[src/design/rit_pkg.sv]
// shared types and constants for the retransmit inflight table
// no dependencies
`default_nettype none
package rit_pkg;
   localparam int DEPTH_DEF = 16;
   localparam int CSR_INDEX_W = 8;
   localparam int CSR_DATA_W = 32;
   localparam logic [CSR_INDEX_W-1:0] CSR_RETRY_LIMIT = 8'd0;
   localparam logic [CSR_INDEX_W-1:0] CSR_RESEND_INTERVAL = 8'd1;
   localparam logic [7:0] RETRY_LIMIT_RST = 8'd3;
   localparam logic [15:0] RESEND_INTERVAL_RST = 16'd10;
   localparam logic [1:0] CMD_ADD = 2'd0;
   localparam logic [1:0] CMD_REMOVE = 2'd1;
   localparam logic [1:0] CMD_CHECK = 2'd2;
   localparam logic [1:0] CMD_FORCE = 2'd3;

   typedef enum logic [1:0] {
      OP_ADD, OP_REMOVE, OP_CHECK, OP_FORCE
   } op_type;

   typedef enum logic [2:0] {
      K_ADDED = 3'd0, K_FULL = 3'd1, K_REMOVED = 3'd2, K_NOTFOUND = 3'd3,
      K_RESEND = 3'd4, K_FAILED = 3'd5, K_FORCE = 3'd6, K_DONE = 3'd7
   } kind_type;

   typedef enum logic [2:0] {
      ST_IDLE, ST_ADD, ST_RM_SCAN, ST_RM_SHIFT, ST_CHK_COUNT, ST_CHK_SCAN,
      ST_FORCE, ST_DONE
   } state_type;

   typedef struct packed {
      op_type      op;
      logic [63:0] id;
      logic [15:0] size;
      logic [31:0] now;
      logic        offline;
   } item_type;

   typedef struct packed {
      logic [7:0]  retry_limit;
      logic [15:0] resend_interval;
   } cfg_type;
endpackage
`default_nettype wire

[src/design/rit_front.sv]
// front end: accepts requests, decodes the command, two-entry queue
// depends on rit_pkg
`default_nettype none
module rit_front (
   input  wire logic            clock,
   input  wire logic            reset,
   input  wire logic            start,
   output logic                 busy,
   input  wire logic [1:0]      req_cmd,
   input  wire logic [63:0]     req_msg_id,
   input  wire logic [15:0]     req_msg_size,
   input  wire logic [31:0]     req_now_time,
   input  wire logic            req_offline,
   output logic                 q_valid,
   output rit_pkg::item_type    q_item,
   input  wire logic            q_pop
);
   rit_pkg::item_type slot_ff [2];
   rit_pkg::item_type new_item;
   logic [1:0] cnt_ff, cnt_in;
   logic       rp_ff, rp_in, wp_ff, wp_in;
   logic       push;

   always_comb begin
      unique case (req_cmd)
         rit_pkg::CMD_ADD:    new_item.op = rit_pkg::OP_ADD;
         rit_pkg::CMD_REMOVE: new_item.op = rit_pkg::OP_REMOVE;
         rit_pkg::CMD_CHECK:  new_item.op = rit_pkg::OP_CHECK;
         default:             new_item.op = rit_pkg::OP_FORCE;
      endcase
      new_item.id = req_msg_id;
      new_item.size = req_msg_size;
      new_item.now = req_now_time;
      new_item.offline = req_offline;
   end

   assign busy = (cnt_ff == 2'd2);
   assign push = start && !busy;
   assign q_valid = (cnt_ff != 2'd0);
   assign q_item = slot_ff[rp_ff];

   always_comb begin
      cnt_in = cnt_ff + 2'(push) - 2'(q_pop);
      rp_in = rp_ff ^ q_pop;
      wp_in = wp_ff ^ push;
   end

   always_ff @(posedge clock) begin
      if (reset) begin
         cnt_ff <= 2'd0;
         rp_ff <= 1'b0;
         wp_ff <= 1'b0;
      end else begin
         cnt_ff <= cnt_in;
         rp_ff <= rp_in;
         wp_ff <= wp_in;
      end
      if (push) begin
         slot_ff[wp_ff] <= new_item;
      end
   end
endmodule
`default_nettype wire

[config.mk]
export PLATFORM = sky130hd
export DESIGN_NAME = rit_front
export DESIGN_NICKNAME = d
export VERILOG_FILES = /design/src/design/rit_pkg.sv /design/src/design/rit_front.sv
export SDC_FILE = /design/constraint.sdc
export NUM_CORES = 1
export LEC_CHECK = 0
export BUFFER_PORTS_ARGS = -buffer_cell sky130_fd_sc_hd__buf_2
export CAP_MARGIN = 5
export CORE_MARGIN = 2
export CORE_UTILIZATION = 47
export CTS_BUF_LIST = sky130_fd_sc_hd__clkbuf_16
export CTS_CLUSTER_DIAMETER = 80
export DETAILED_ROUTE_END_ITERATION = 10
export GPL_ROUTABILITY_DRIVEN = 0
export GPL_TIMING_DRIVEN = 0
export HOLD_SLACK_MARGIN = 0.06
export PLACE_DENSITY = 0.76
export SYNTH_ARGS = -nofsm -noshare
export SYNTH_HDL_FRONTEND = slang
export SYNTH_SLANG_ARGS = --single-unit
[constraint.sdc]
create_clock -name clock -period 3.9 [get_ports clock]
set_input_delay 0.39 -clock clock [delete_from_list [all_inputs] [get_ports clock]]
set_output_delay 0.39 -clock clock [all_outputs]
set_load 0.02 [all_outputs]
==> run_results.csv, run 1 <==
group,metric,value,unit
clock_tree,cts.htree.levels,1,
clock_tree,cts_resized,0,
synthesis,synth.yosys.seq_area_share,80.54,%
global_route,grt_max_degree,63,
synthesis,synth.avg_cell_area,22.77,sq um
routing,routed_via_density,4.820,
routing,drcViolationCount,0,
power,vdd_drop_max,0.4234,mV
critical_path,endpoint,"slot_ff[0][105]",
synthesis,synth-seq-cells,234,
synthesis,synth_top_area_cell,"edfxtp_1",
critical_path,crit_path_start,"cnt_ff[0]",
sta,rsz0062_at_grt,"no",
final_layout,area_growth,30.81,%
sta,fin_hold_ws,0.08394,ns
run,max_cap_viol_count,0,
critical_path,cp_data_arrival_time,2.38,ns
global_route,antenna_found_initial,1,
sta,period_needed,2.204,ns
place,dp_hpwl,10.52,mm
routing,drt_first_pass_iters,6,
synthesis,netlist.area_leader.share,79.62,%
sta,post-route-period-util,56.52,%
power,leakage,4.405,nW
floorplan,die_h,139.9,um
routing,post_drt_wl_per_cell,16.90,um
synthesis,ys_top_cells_by_area,"edfxtp_1, mux2_2, mux2_4",
critical_path,crit_type,"reg -> reg",
floorplan,rows,49,
floorplan,coreArea,18020,sq um
place,port_buffers,233,
global_route,grt_overflow,0,
critical_path,crit_fanout,62,
routing,totalWireLength,15.65,mm
synthesis,ys_types,17,
clock_tree,clk_pin_slew,0.06,ns
global_route,grt_pass1_vias,4939,
final_layout,drive_above_1_share,56.75,%
sta,fmax,453.7,MHz
clock_tree,clockBufferDepth,3,
clock_tree,clock_latency,0.50,ns
critical_path,rr_endpoint,"slot_ff[0][105]",
routing,vias,4463,
sta,tns,0,ns
clock_tree,cts_sinks,234,
sta,drv_slew,0,
floorplan,start_util,48.13,%
global_route,grt.busiest_layer,"met2",
global_route,grtUsageMet1,17.80,%
synthesis,synth_cells,381,
place,pre_cts_slack,1.650,ns
critical_path,startpoint_type,"flip-flop",
floorplan,boundaryPins,236,
global_route,track_usage,15.64,%
critical_path,cp_data_required_time,4.07,ns
routing,drtIter0Drc,181,
global_route,grtUsageMet2,28.32,%
status,status,"finished clean",
critical_path,r2r_setup_slack,1.70,ns
final_layout,nets,804,
global_route,gr-usage-met3,4.233,%
critical_path,crit_path_end_kind,"flip-flop",
synthesis,yosysWarnings,0,
sta,finalHoldViolCount,0,
clock_tree,cts_made_buffers,24,
hold_path,hold_path_class,"in -> reg",
sta,finalSetupViolations,0,
floorplan,dieArea,19560,sq um
hold_path,hp-start,"req_msg_id[8]",
sta,max_slew_margin,37.86,%
critical_path,ff2ff_path_depth,4,
floorplan,die_w,139.9,um
synthesis,synth_area,8675,sq um
routing,ant_nets,0,
sta,worst_pin_slew,0.9321,ns
sta,setup_slack,1.696,ns
global_route,grt_pass1_wl,24.45,mm
clock_tree,cts-root-buf,"clkbuf_16",
clock_tree,cts_tree,"yes",
synthesis,synth_fp_nets,504,
sta,fin_skew,0.01603,ns
power,power_density,601.1,nW/um^2
critical_path,rr_startpoint,"cnt_ff[0]",
[stage by stage]
step	cell area [sq um]	power (W)	std cells	utilization, %
2_1_floorplan	8675	0.004274	381	-
3_5_place_dp	10210	0.004734	845	56.63
5_1_grt	11340	0.007093	925	62.94
4_1_cts	11340	0.006894	925	62.94
6_report	11350	0.006821	926	62.95
3_3_place_gp	10130	0.004705	843	56.18
[metal layers]
metal | vias to the layer above | share of wire [%]
met5 | - | 0
met4 | 0 | 3.0
met3 | 37 | 7.6
met2 | 175 | 52
met1 | 2144 | 38
li1 | 2107 | -
[cells in the mapped netlist]
library cell	instances
nor2b_1	1
nand2_1	1
mux2_2	75
nor2_1	3
clkbuf_1	2
ha_1	4
dfxtp_1	4
nand2b_1	1
and2_1	1
inv_1	3
buf_2	7
xnor3_1	1
edfxtp_1	230
buf_6	6
mux2_4	40
xnor2_1	1
or2_2	1
[flip-flops by register name (all words and copies together) (netlist names)]
name / flops
cnt_ff: 2
slot_ff: 230
rp_ff: 1
wp_ff: 1
[report_power, final]
part           internal (W)  switching (W)
combinational      0.000565       0.000810
clock               0.00128       0.000849
sequential          0.00323      0.0000891
total               0.00507        0.00175
[critical path, stage by stage (launching register included)]
cell	delay [ns]
dfxtp_1	0.35
nand2b_1	0.15
and2_1	0.24
ha_4	0.75
buf_16	0.35
[cells in the final DEF, fill, tap and decap left out, types with 2 or more instances in the layout]
cell and n:
mux2_4 40, clkbuf_16 25, bufinv_16 2, edfxtp_1 230, ha_4 2, buf_2 240, mux2_2 75, dlygate4sd3_1 39
buf_6 6, buf_16 2, ha_1 2, nor2_1 3, clkinv_1 6, clkbuf_1 2, dfxtp_1 4, inv_1 9
[kinds of logic after synthesis]
group | synth area share, %
XOR/XNOR | 0.3606
adder cells (fa/ha/maj) | 0.5770
buffers and inverters | 1.399
flip-flops | 80.54
multiplexers | 16.66
AND/OR/NAND/NOR | 0.4617
[how the worst min path moves through the flow]
stage,slack [ns],depth (start not counted),to
after floorplan,0.46,1,wp_ff
after global placement,0.54,3,wp_ff
after detailed placement,0.58,1,slot_ff[0][101]
after CTS,0.06,1,slot_ff[0][42]
after global routing,0.07,1,slot_ff[0][87]
final,0.08,1,slot_ff[1][57]
[area by class of cell]
class / instances / area (sq um)
clock buffer: 25 / 625.6
clock inverter: 16 / 121.4
multi-input combinational: 129 / 1592
sequential: 234 / 6987
fill: 1301 / 6678
buffer: 15 / 110.1
timing repair buffer: 274 / 1612
tap: 229 / 286.5
antenna: 1 / 2.502
inverter: 3 / 11.26
[timing repair]
action | CTS | global route
hold buffers | 39 | 0
setup buffers | 0 | 0
endpoints found under the hold margin | 73 | 0
Note: power is estimated with default switching activity, not from simulation.
==> run 2: changes to the inputs <==
- CORE_UTILIZATION: 47 -> 52
- PLACE_DENSITY: 0.76 -> 0.79
- clock period: 3.9 -> 2.1 ns (I/O delays scaled with it)
==> run 2 against run 1 <==
Worst hold slack improved by 0.18 ns. Total power up 89%. Critical endpoint is now q_item[95]. Highest routed layer unchanged. Largest cell class unchanged. Largest power group unchanged. Combinational power grew 100%. Die area is 9.3% lower. Sequential share of layout area fell by 4.2 points.
==> run_results.csv, run 2 (synthesized netlist as in run 1, its figures left out) <==
group,metric,value,unit
status,status,"finished clean",
sta,post-route-period-util,97.72,%
critical_path,startpoint_type,"flip-flop",
clock_tree,clockBufferDepth,3,
global_route,track_usage,20.57,%
final_layout,diodes,0,
sta,finalHoldViolCount,0,
floorplan,start_util,52.68,%
final_layout,mostFrequentLayoutCell,"buf_2",
clock_tree,cts_sinks,234,
clock_tree,cts_resized,0,
floorplan,die_h,133.2,um
clock_tree,clock_latency,0.50,ns
clock_tree,cts_made_buffers,24,
routing,ant_nets,0,
final_layout,nets,886,
floorplan,die_w,133.2,um
place,dp_cells,836,
power,vdd_drop_max,1.087,mV
sta,setup_slack,0.04798,ns
run,max_cap_viol_count,0,
global_route,grt_pass1_wl,28.41,mm
power,power_density,1061,nW/um^2
final_layout,largest-register,"slot_ff",
routing,drtIter0Drc,337,
floorplan,coreArea,16470,sq um
routing,routed_via_density,4.935,
place,port_buffers,233,
global_route,antenna_found_initial,0,
floorplan,dieArea,17730,sq um
place,pre_cts_slack,-0.1170,ns
critical_path,crit_path_end_kind,"output pin",
final_layout,layout.cells.non_filler,1001,
sta,worst_pin_slew,0.3349,ns
floorplan,rows,47,
final_layout,area_growth,40.40,%
sta,drv_slew,0,
routing,drt_first_pass_iters,4,
final_layout,drive_above_1_share,51.73,%
clock_tree,cts-root-buf,"clkbuf_16",
final_layout,largest_reg_flops,230,
routing,totalWireLength,18.62,mm
global_route,grt_overflow,0,
sta,finalSetupViolations,0,
sta,period_needed,2.052,ns
routing,post_drt_wl_per_cell,18.60,um
sta,fin_skew,0.01741,ns
sta,max_slew_margin,77.67,%
clock_tree,clk_pin_slew,0.06,ns
critical_path,crit_fanout,10,
critical_path,crit_type,"reg -> out",
final_layout,final_cell_mix,"buf_2, edfxtp_1, dlygate4sd3_1, mux2_2, mux2_4",
power,leakage,4.757,nW
routing,drcViolationCount,0,
global_route,grt_max_degree,61,
floorplan,boundaryPins,236,
place,dp_hpwl,10.42,mm
critical_path,cp_data_arrival_time,1.84,ns
routing,vias,4940,
hold_path,hold_path_class,"in -> reg",
global_route,grt_pass1_vias,5429,
final_layout,reg_top3,"slot_ff x230, cnt_ff x2",
clock_tree,cts.htree.levels,1,
clock_tree,cts_tree,"yes",
critical_path,cp_data_required_time,1.89,ns
sta,rsz0062_at_grt,"yes",
sta,fmax,487.3,MHz
==> run 2: power by group <==
| part | switching, W | internal [W] |
|---|---|---|
| sequential | 0.000185 | 0.00598 |
| clock | 0.00166 | 0.00228 |
| combinational | 0.00161 | 0.00120 |
==> run 2: cell type report <==
cell class | instances | area [sq um]
sequential | 234 | 6987
fill | 982 | 4287
timing repair buffer | 356 | 2462
multi-input combinational | 129 | 1592
clock buffer | 25 | 625.6
tap | 220 | 275.3
clock inverter | 19 | 116.4
buffer | 15 | 110.1
inverter | 3 | 11.26
==> run 2: what timing repair did <==
item | CTS | global route
setup endpoints to repair | 120 | 145
hold buffers | 117 | 0
pin swaps | 1 | 2
endpoints found under the hold margin | 234 | 0
buffers inserted | 2 | 2
cloned | 0 | 0
==> run 2: metrics by stage <==
step | total power (W) | utilization, % | hold slack [ns] | setup TNS, ns | instance area, sq um
after floorplan | 0.007888 | - | 0.2767 | -104.03 | 8680
after global placement | 0.008665 | 61.47 | 0.3980 | -259.91 | 10120
after detailed placement | 0.008800 | 61.92 | 0.4010 | -13.23 | 10200
after CTS | 0.01297 | 73.78 | 0.2252 | 0 | 12150
after global routing | 0.01343 | 73.97 | 0.2721 | -0.2879 | 12180
final | 0.01292 | 73.97 | 0.2593 | 0 | 12180
==> run 2: worst max-delay path, stage by stage, from the launching register on <==
cell	delay (ns)
dfxtp_1	0.32
buf_6	0.15
buf_6	0.17
buf_6	0.20
mux2_4	0.33
buf_2	0.16
==> run 2: final timing paths <==
check             depth (start not counted)             end      start  slack [ns]
hold / removal                            4           wp_ff      start        0.26
hold reg to reg                           3           wp_ff      wp_ff        0.63
setup reg to reg                          4  slot_ff[1][67]  cnt_ff[0]        0.23
setup / recovery                          5      q_item[95]      rp_ff        0.05
==> run 2: per-layer routing <==
metal | share of wire, % | global-route usage, % | vias to the layer above | wire length, um
li1 | - | - | 2272 | -
met5 | 0 | 0 | - | 0
met3 | 7.7 | 5.898 | 36 | 1442
met4 | 2.0 | 4.965 | 0 | 369
met2 | 52 | 38.40 | 206 | 9768
met1 | 38 | 23.37 | 2426 | 7040
==> run 3: changes to the inputs <==
- MAX_ROUTING_LAYER: default -> met4
- REMOVE_ABC_BUFFERS: default -> 1
==> run 3 against run 2 <==
Die area did not move. Highest routed layer unchanged. Register-to-register slack barely moved. Final cell count fell by 1.1%. Worst hold slack got worse by 0.013 ns. Fmax rose by 1.4%. First-iteration DRC count fell by 18%. Design area barely moved. Total power rose by 0.38%. Combinational power fell by 1%. Clock-buffer cell count did not move. Critical path type unchanged. Critical path depth fell by 2.
==> run_results.csv, run 3 (synthesized netlist as in run 1, its figures left out) <==
group,metric,value,unit
critical_path,cp_data_arrival_time,1.81,ns
hold_path,min_to,"wp_ff",
hold_path,holdPathStages,4,
sta,period_needed,2.023,ns
final_layout,largest-register,"slot_ff",
final_layout,multiInputGateArea,1592,sq um
critical_path,crit_type,"reg -> out",
routing,vias,4864,
final_layout,reg_top3,"slot_ff x230, cnt_ff x2",
floorplan,boundaryPins,236,
critical_path,r2r_setup_slack,0.22,ns
global_route,grt_max_degree,51,
floorplan,coreArea,16470,sq um
clock_tree,clockBufferDepth,3,
clock_tree,cts-root-buf,"clkbuf_16",
power,intPower,0.009572,W
power,seqPwrFrac,47.6,%
clock_tree,clk_pin_slew,0.06,ns
critical_path,crit_fanout,50,
routing,drtIter0Drc,276,
final_layout,final_cell_mix,"buf_2, edfxtp_1, dlygate4sd3_1, mux2_2, mux2_4",
sta,max_slew_margin,71.99,%
sta,post-route-period-util,96.35,%
clock_tree,cts_sinks,234,
routing,drcViolationCount,0,
power,p_sw,0.003393,W
floorplan,rows,47,
final_layout,drive_above_1_share,51.82,%
global_route,antenna_found_initial,0,
sta,rsz0062_at_grt,"no",
sta,finalHoldViolCount,0,
global_route,grt_pass1_vias,5384,
global_route,grt_pass1_wl,27.39,mm
hold_path,hp-start,"start",
place,port_buffers,235,
sta,tns,0,ns
power,power,0.01296,W
place,pre_cts_slack,0.2439,ns
clock_tree,clock_latency,0.49,ns
final_layout,mostFrequentLayoutCell,"buf_2",
sta,drv_slew,0,
final_layout,area_growth,40.50,%
floorplan,dieArea,17730,sq um
critical_path,rr_endpoint,"slot_ff[1][65]",
status,status,"finished clean",
routing,totalWireLength,17.93,mm
final_layout,largest_reg_flops,230,
power,vdd_drop_max,0.8788,mV
place,dp_hpwl,10.15,mm
power,power_density,1064,nW/um^2
critical_path,cp_data_required_time,1.89,ns
sta,finalSetupViolations,0,
critical_path,crit_path_end_kind,"output pin",
final_layout,diodes,0,
sta,worst_pin_slew,0.4201,ns
routing,drt_first_pass_iters,4,
clock_tree,cts.htree.levels,1,
sta,fin_hold_ws,0.2467,ns
floorplan,start_util,52.68,%
hold_path,hold_path_class,"in -> reg",
sta,setup_slack,0.07662,ns
floorplan,die_h,133.2,um
sta,fin_skew,0.006331,ns
final_layout,regArea,6990,sq um
power,leakage,4.727,nW
clock_tree,cts_tree,"yes",
power,swShare,26.17,%
routing,routed_via_density,4.913,
floorplan,die_w,133.2,um
routing,post_drt_wl_per_cell,18.11,um
final_layout,fin_util,74.02,%
critical_path,ff2ff_path_depth,4,
sta,fmax,494.2,MHz
final_layout,n_fill_cell,939,
power,power_frac_comb,21.3,%
critical_path,startpoint_type,"flip-flop",
global_route,track_usage,20.43,%
power,clkPwrFrac,31.1,%
clock_tree,cts_made_buffers,24,
final_layout,nets,877,
run,max_cap_viol_count,0,
global_route,grt_overflow,0,
routing,ant_nets,0,
critical_path,rr_startpoint,"cnt_ff[0]",
-- run 3: changes by cell type in the layout (fill, tap and decap cells not counted), moves of 2 or more --
cell,delta
clkinv_1,+2
buf_16,+5
inv_1,-5
buf_2,-5
buf_4,+3
buf_8,-2
buf_12,-2
buf_6,-6
clkbuf_1,-2
-- run 3: routing by layer --
layer,track usage (%),wire [um],vias up
li1,-,-,2260
met1,22.69,6727,2391
met2,37.19,9682,183
met3,4.566,1195,30
met4,5.615,322,0
met5,-,0,-
-- run 3: cell type report --
class                   instances  area share [%]
flip-flops and latches        234           57.36
clock buffers                  25           5.133
clock inverters                17           1.078
multi-input cells             129           13.06
well taps                     220           2.259
repair buffers                362           21.02
inverters                       3         0.09239
-- run 3: repair_timing --
item	in CTS	in global routing
endpoints found under the setup margin	100	1
gates resized for setup	0	1
buffers inserted	3	0
hold buffers	117	0
cloned	1	0
endpoints found under the hold margin	234	0
-- run 3: power by group through the flow --
| stage | clock [W] | sequential (W) | combinational (W) |
|---|---|---|---|
| 2_1_floorplan | 0 | 0.00634 | 0.00160 |
| 3_3_place_gp | 0 | 0.00640 | 0.00229 |
| 3_5_place_dp | 0 | 0.00627 | 0.00255 |
| 4_1_cts | 0.00412 | 0.00617 | 0.00277 |
| 5_1_grt | 0.00431 | 0.00622 | 0.00294 |
| 6_report | 0.00403 | 0.00617 | 0.00277 |
-- run 3: worst max-delay path by stage --
| stage | end | slack [ns] | from |
|---|---|---|---|
| after floorplan | q_item[0] | -2.12 | rp_ff |
| after global placement | q_item[4] | -3.46 | rp_ff |
| after detailed placement | slot_ff[1][64] | 0.24 | cnt_ff[0] |
| after CTS | q_item[26] | 0.04 | rp_ff |
| after global routing | q_item[14] | 0.02 | rp_ff |
| final | q_item[114] | 0.08 | rp_ff |
-- run 3: metrics by stage --
step	area, sq um	instances
CTS	12190	990
detailed placement	10210	827
floorplan	8564	366
global placement	10020	821
global route	12190	990
finish	12190	990
-- run 3: worst max-delay path, cell delays in order, from the launching register on --
cell and delay (ns):
dfxtp_4 0.43, buf_16 0.27, mux2_2 0.39, buf_2 0.17
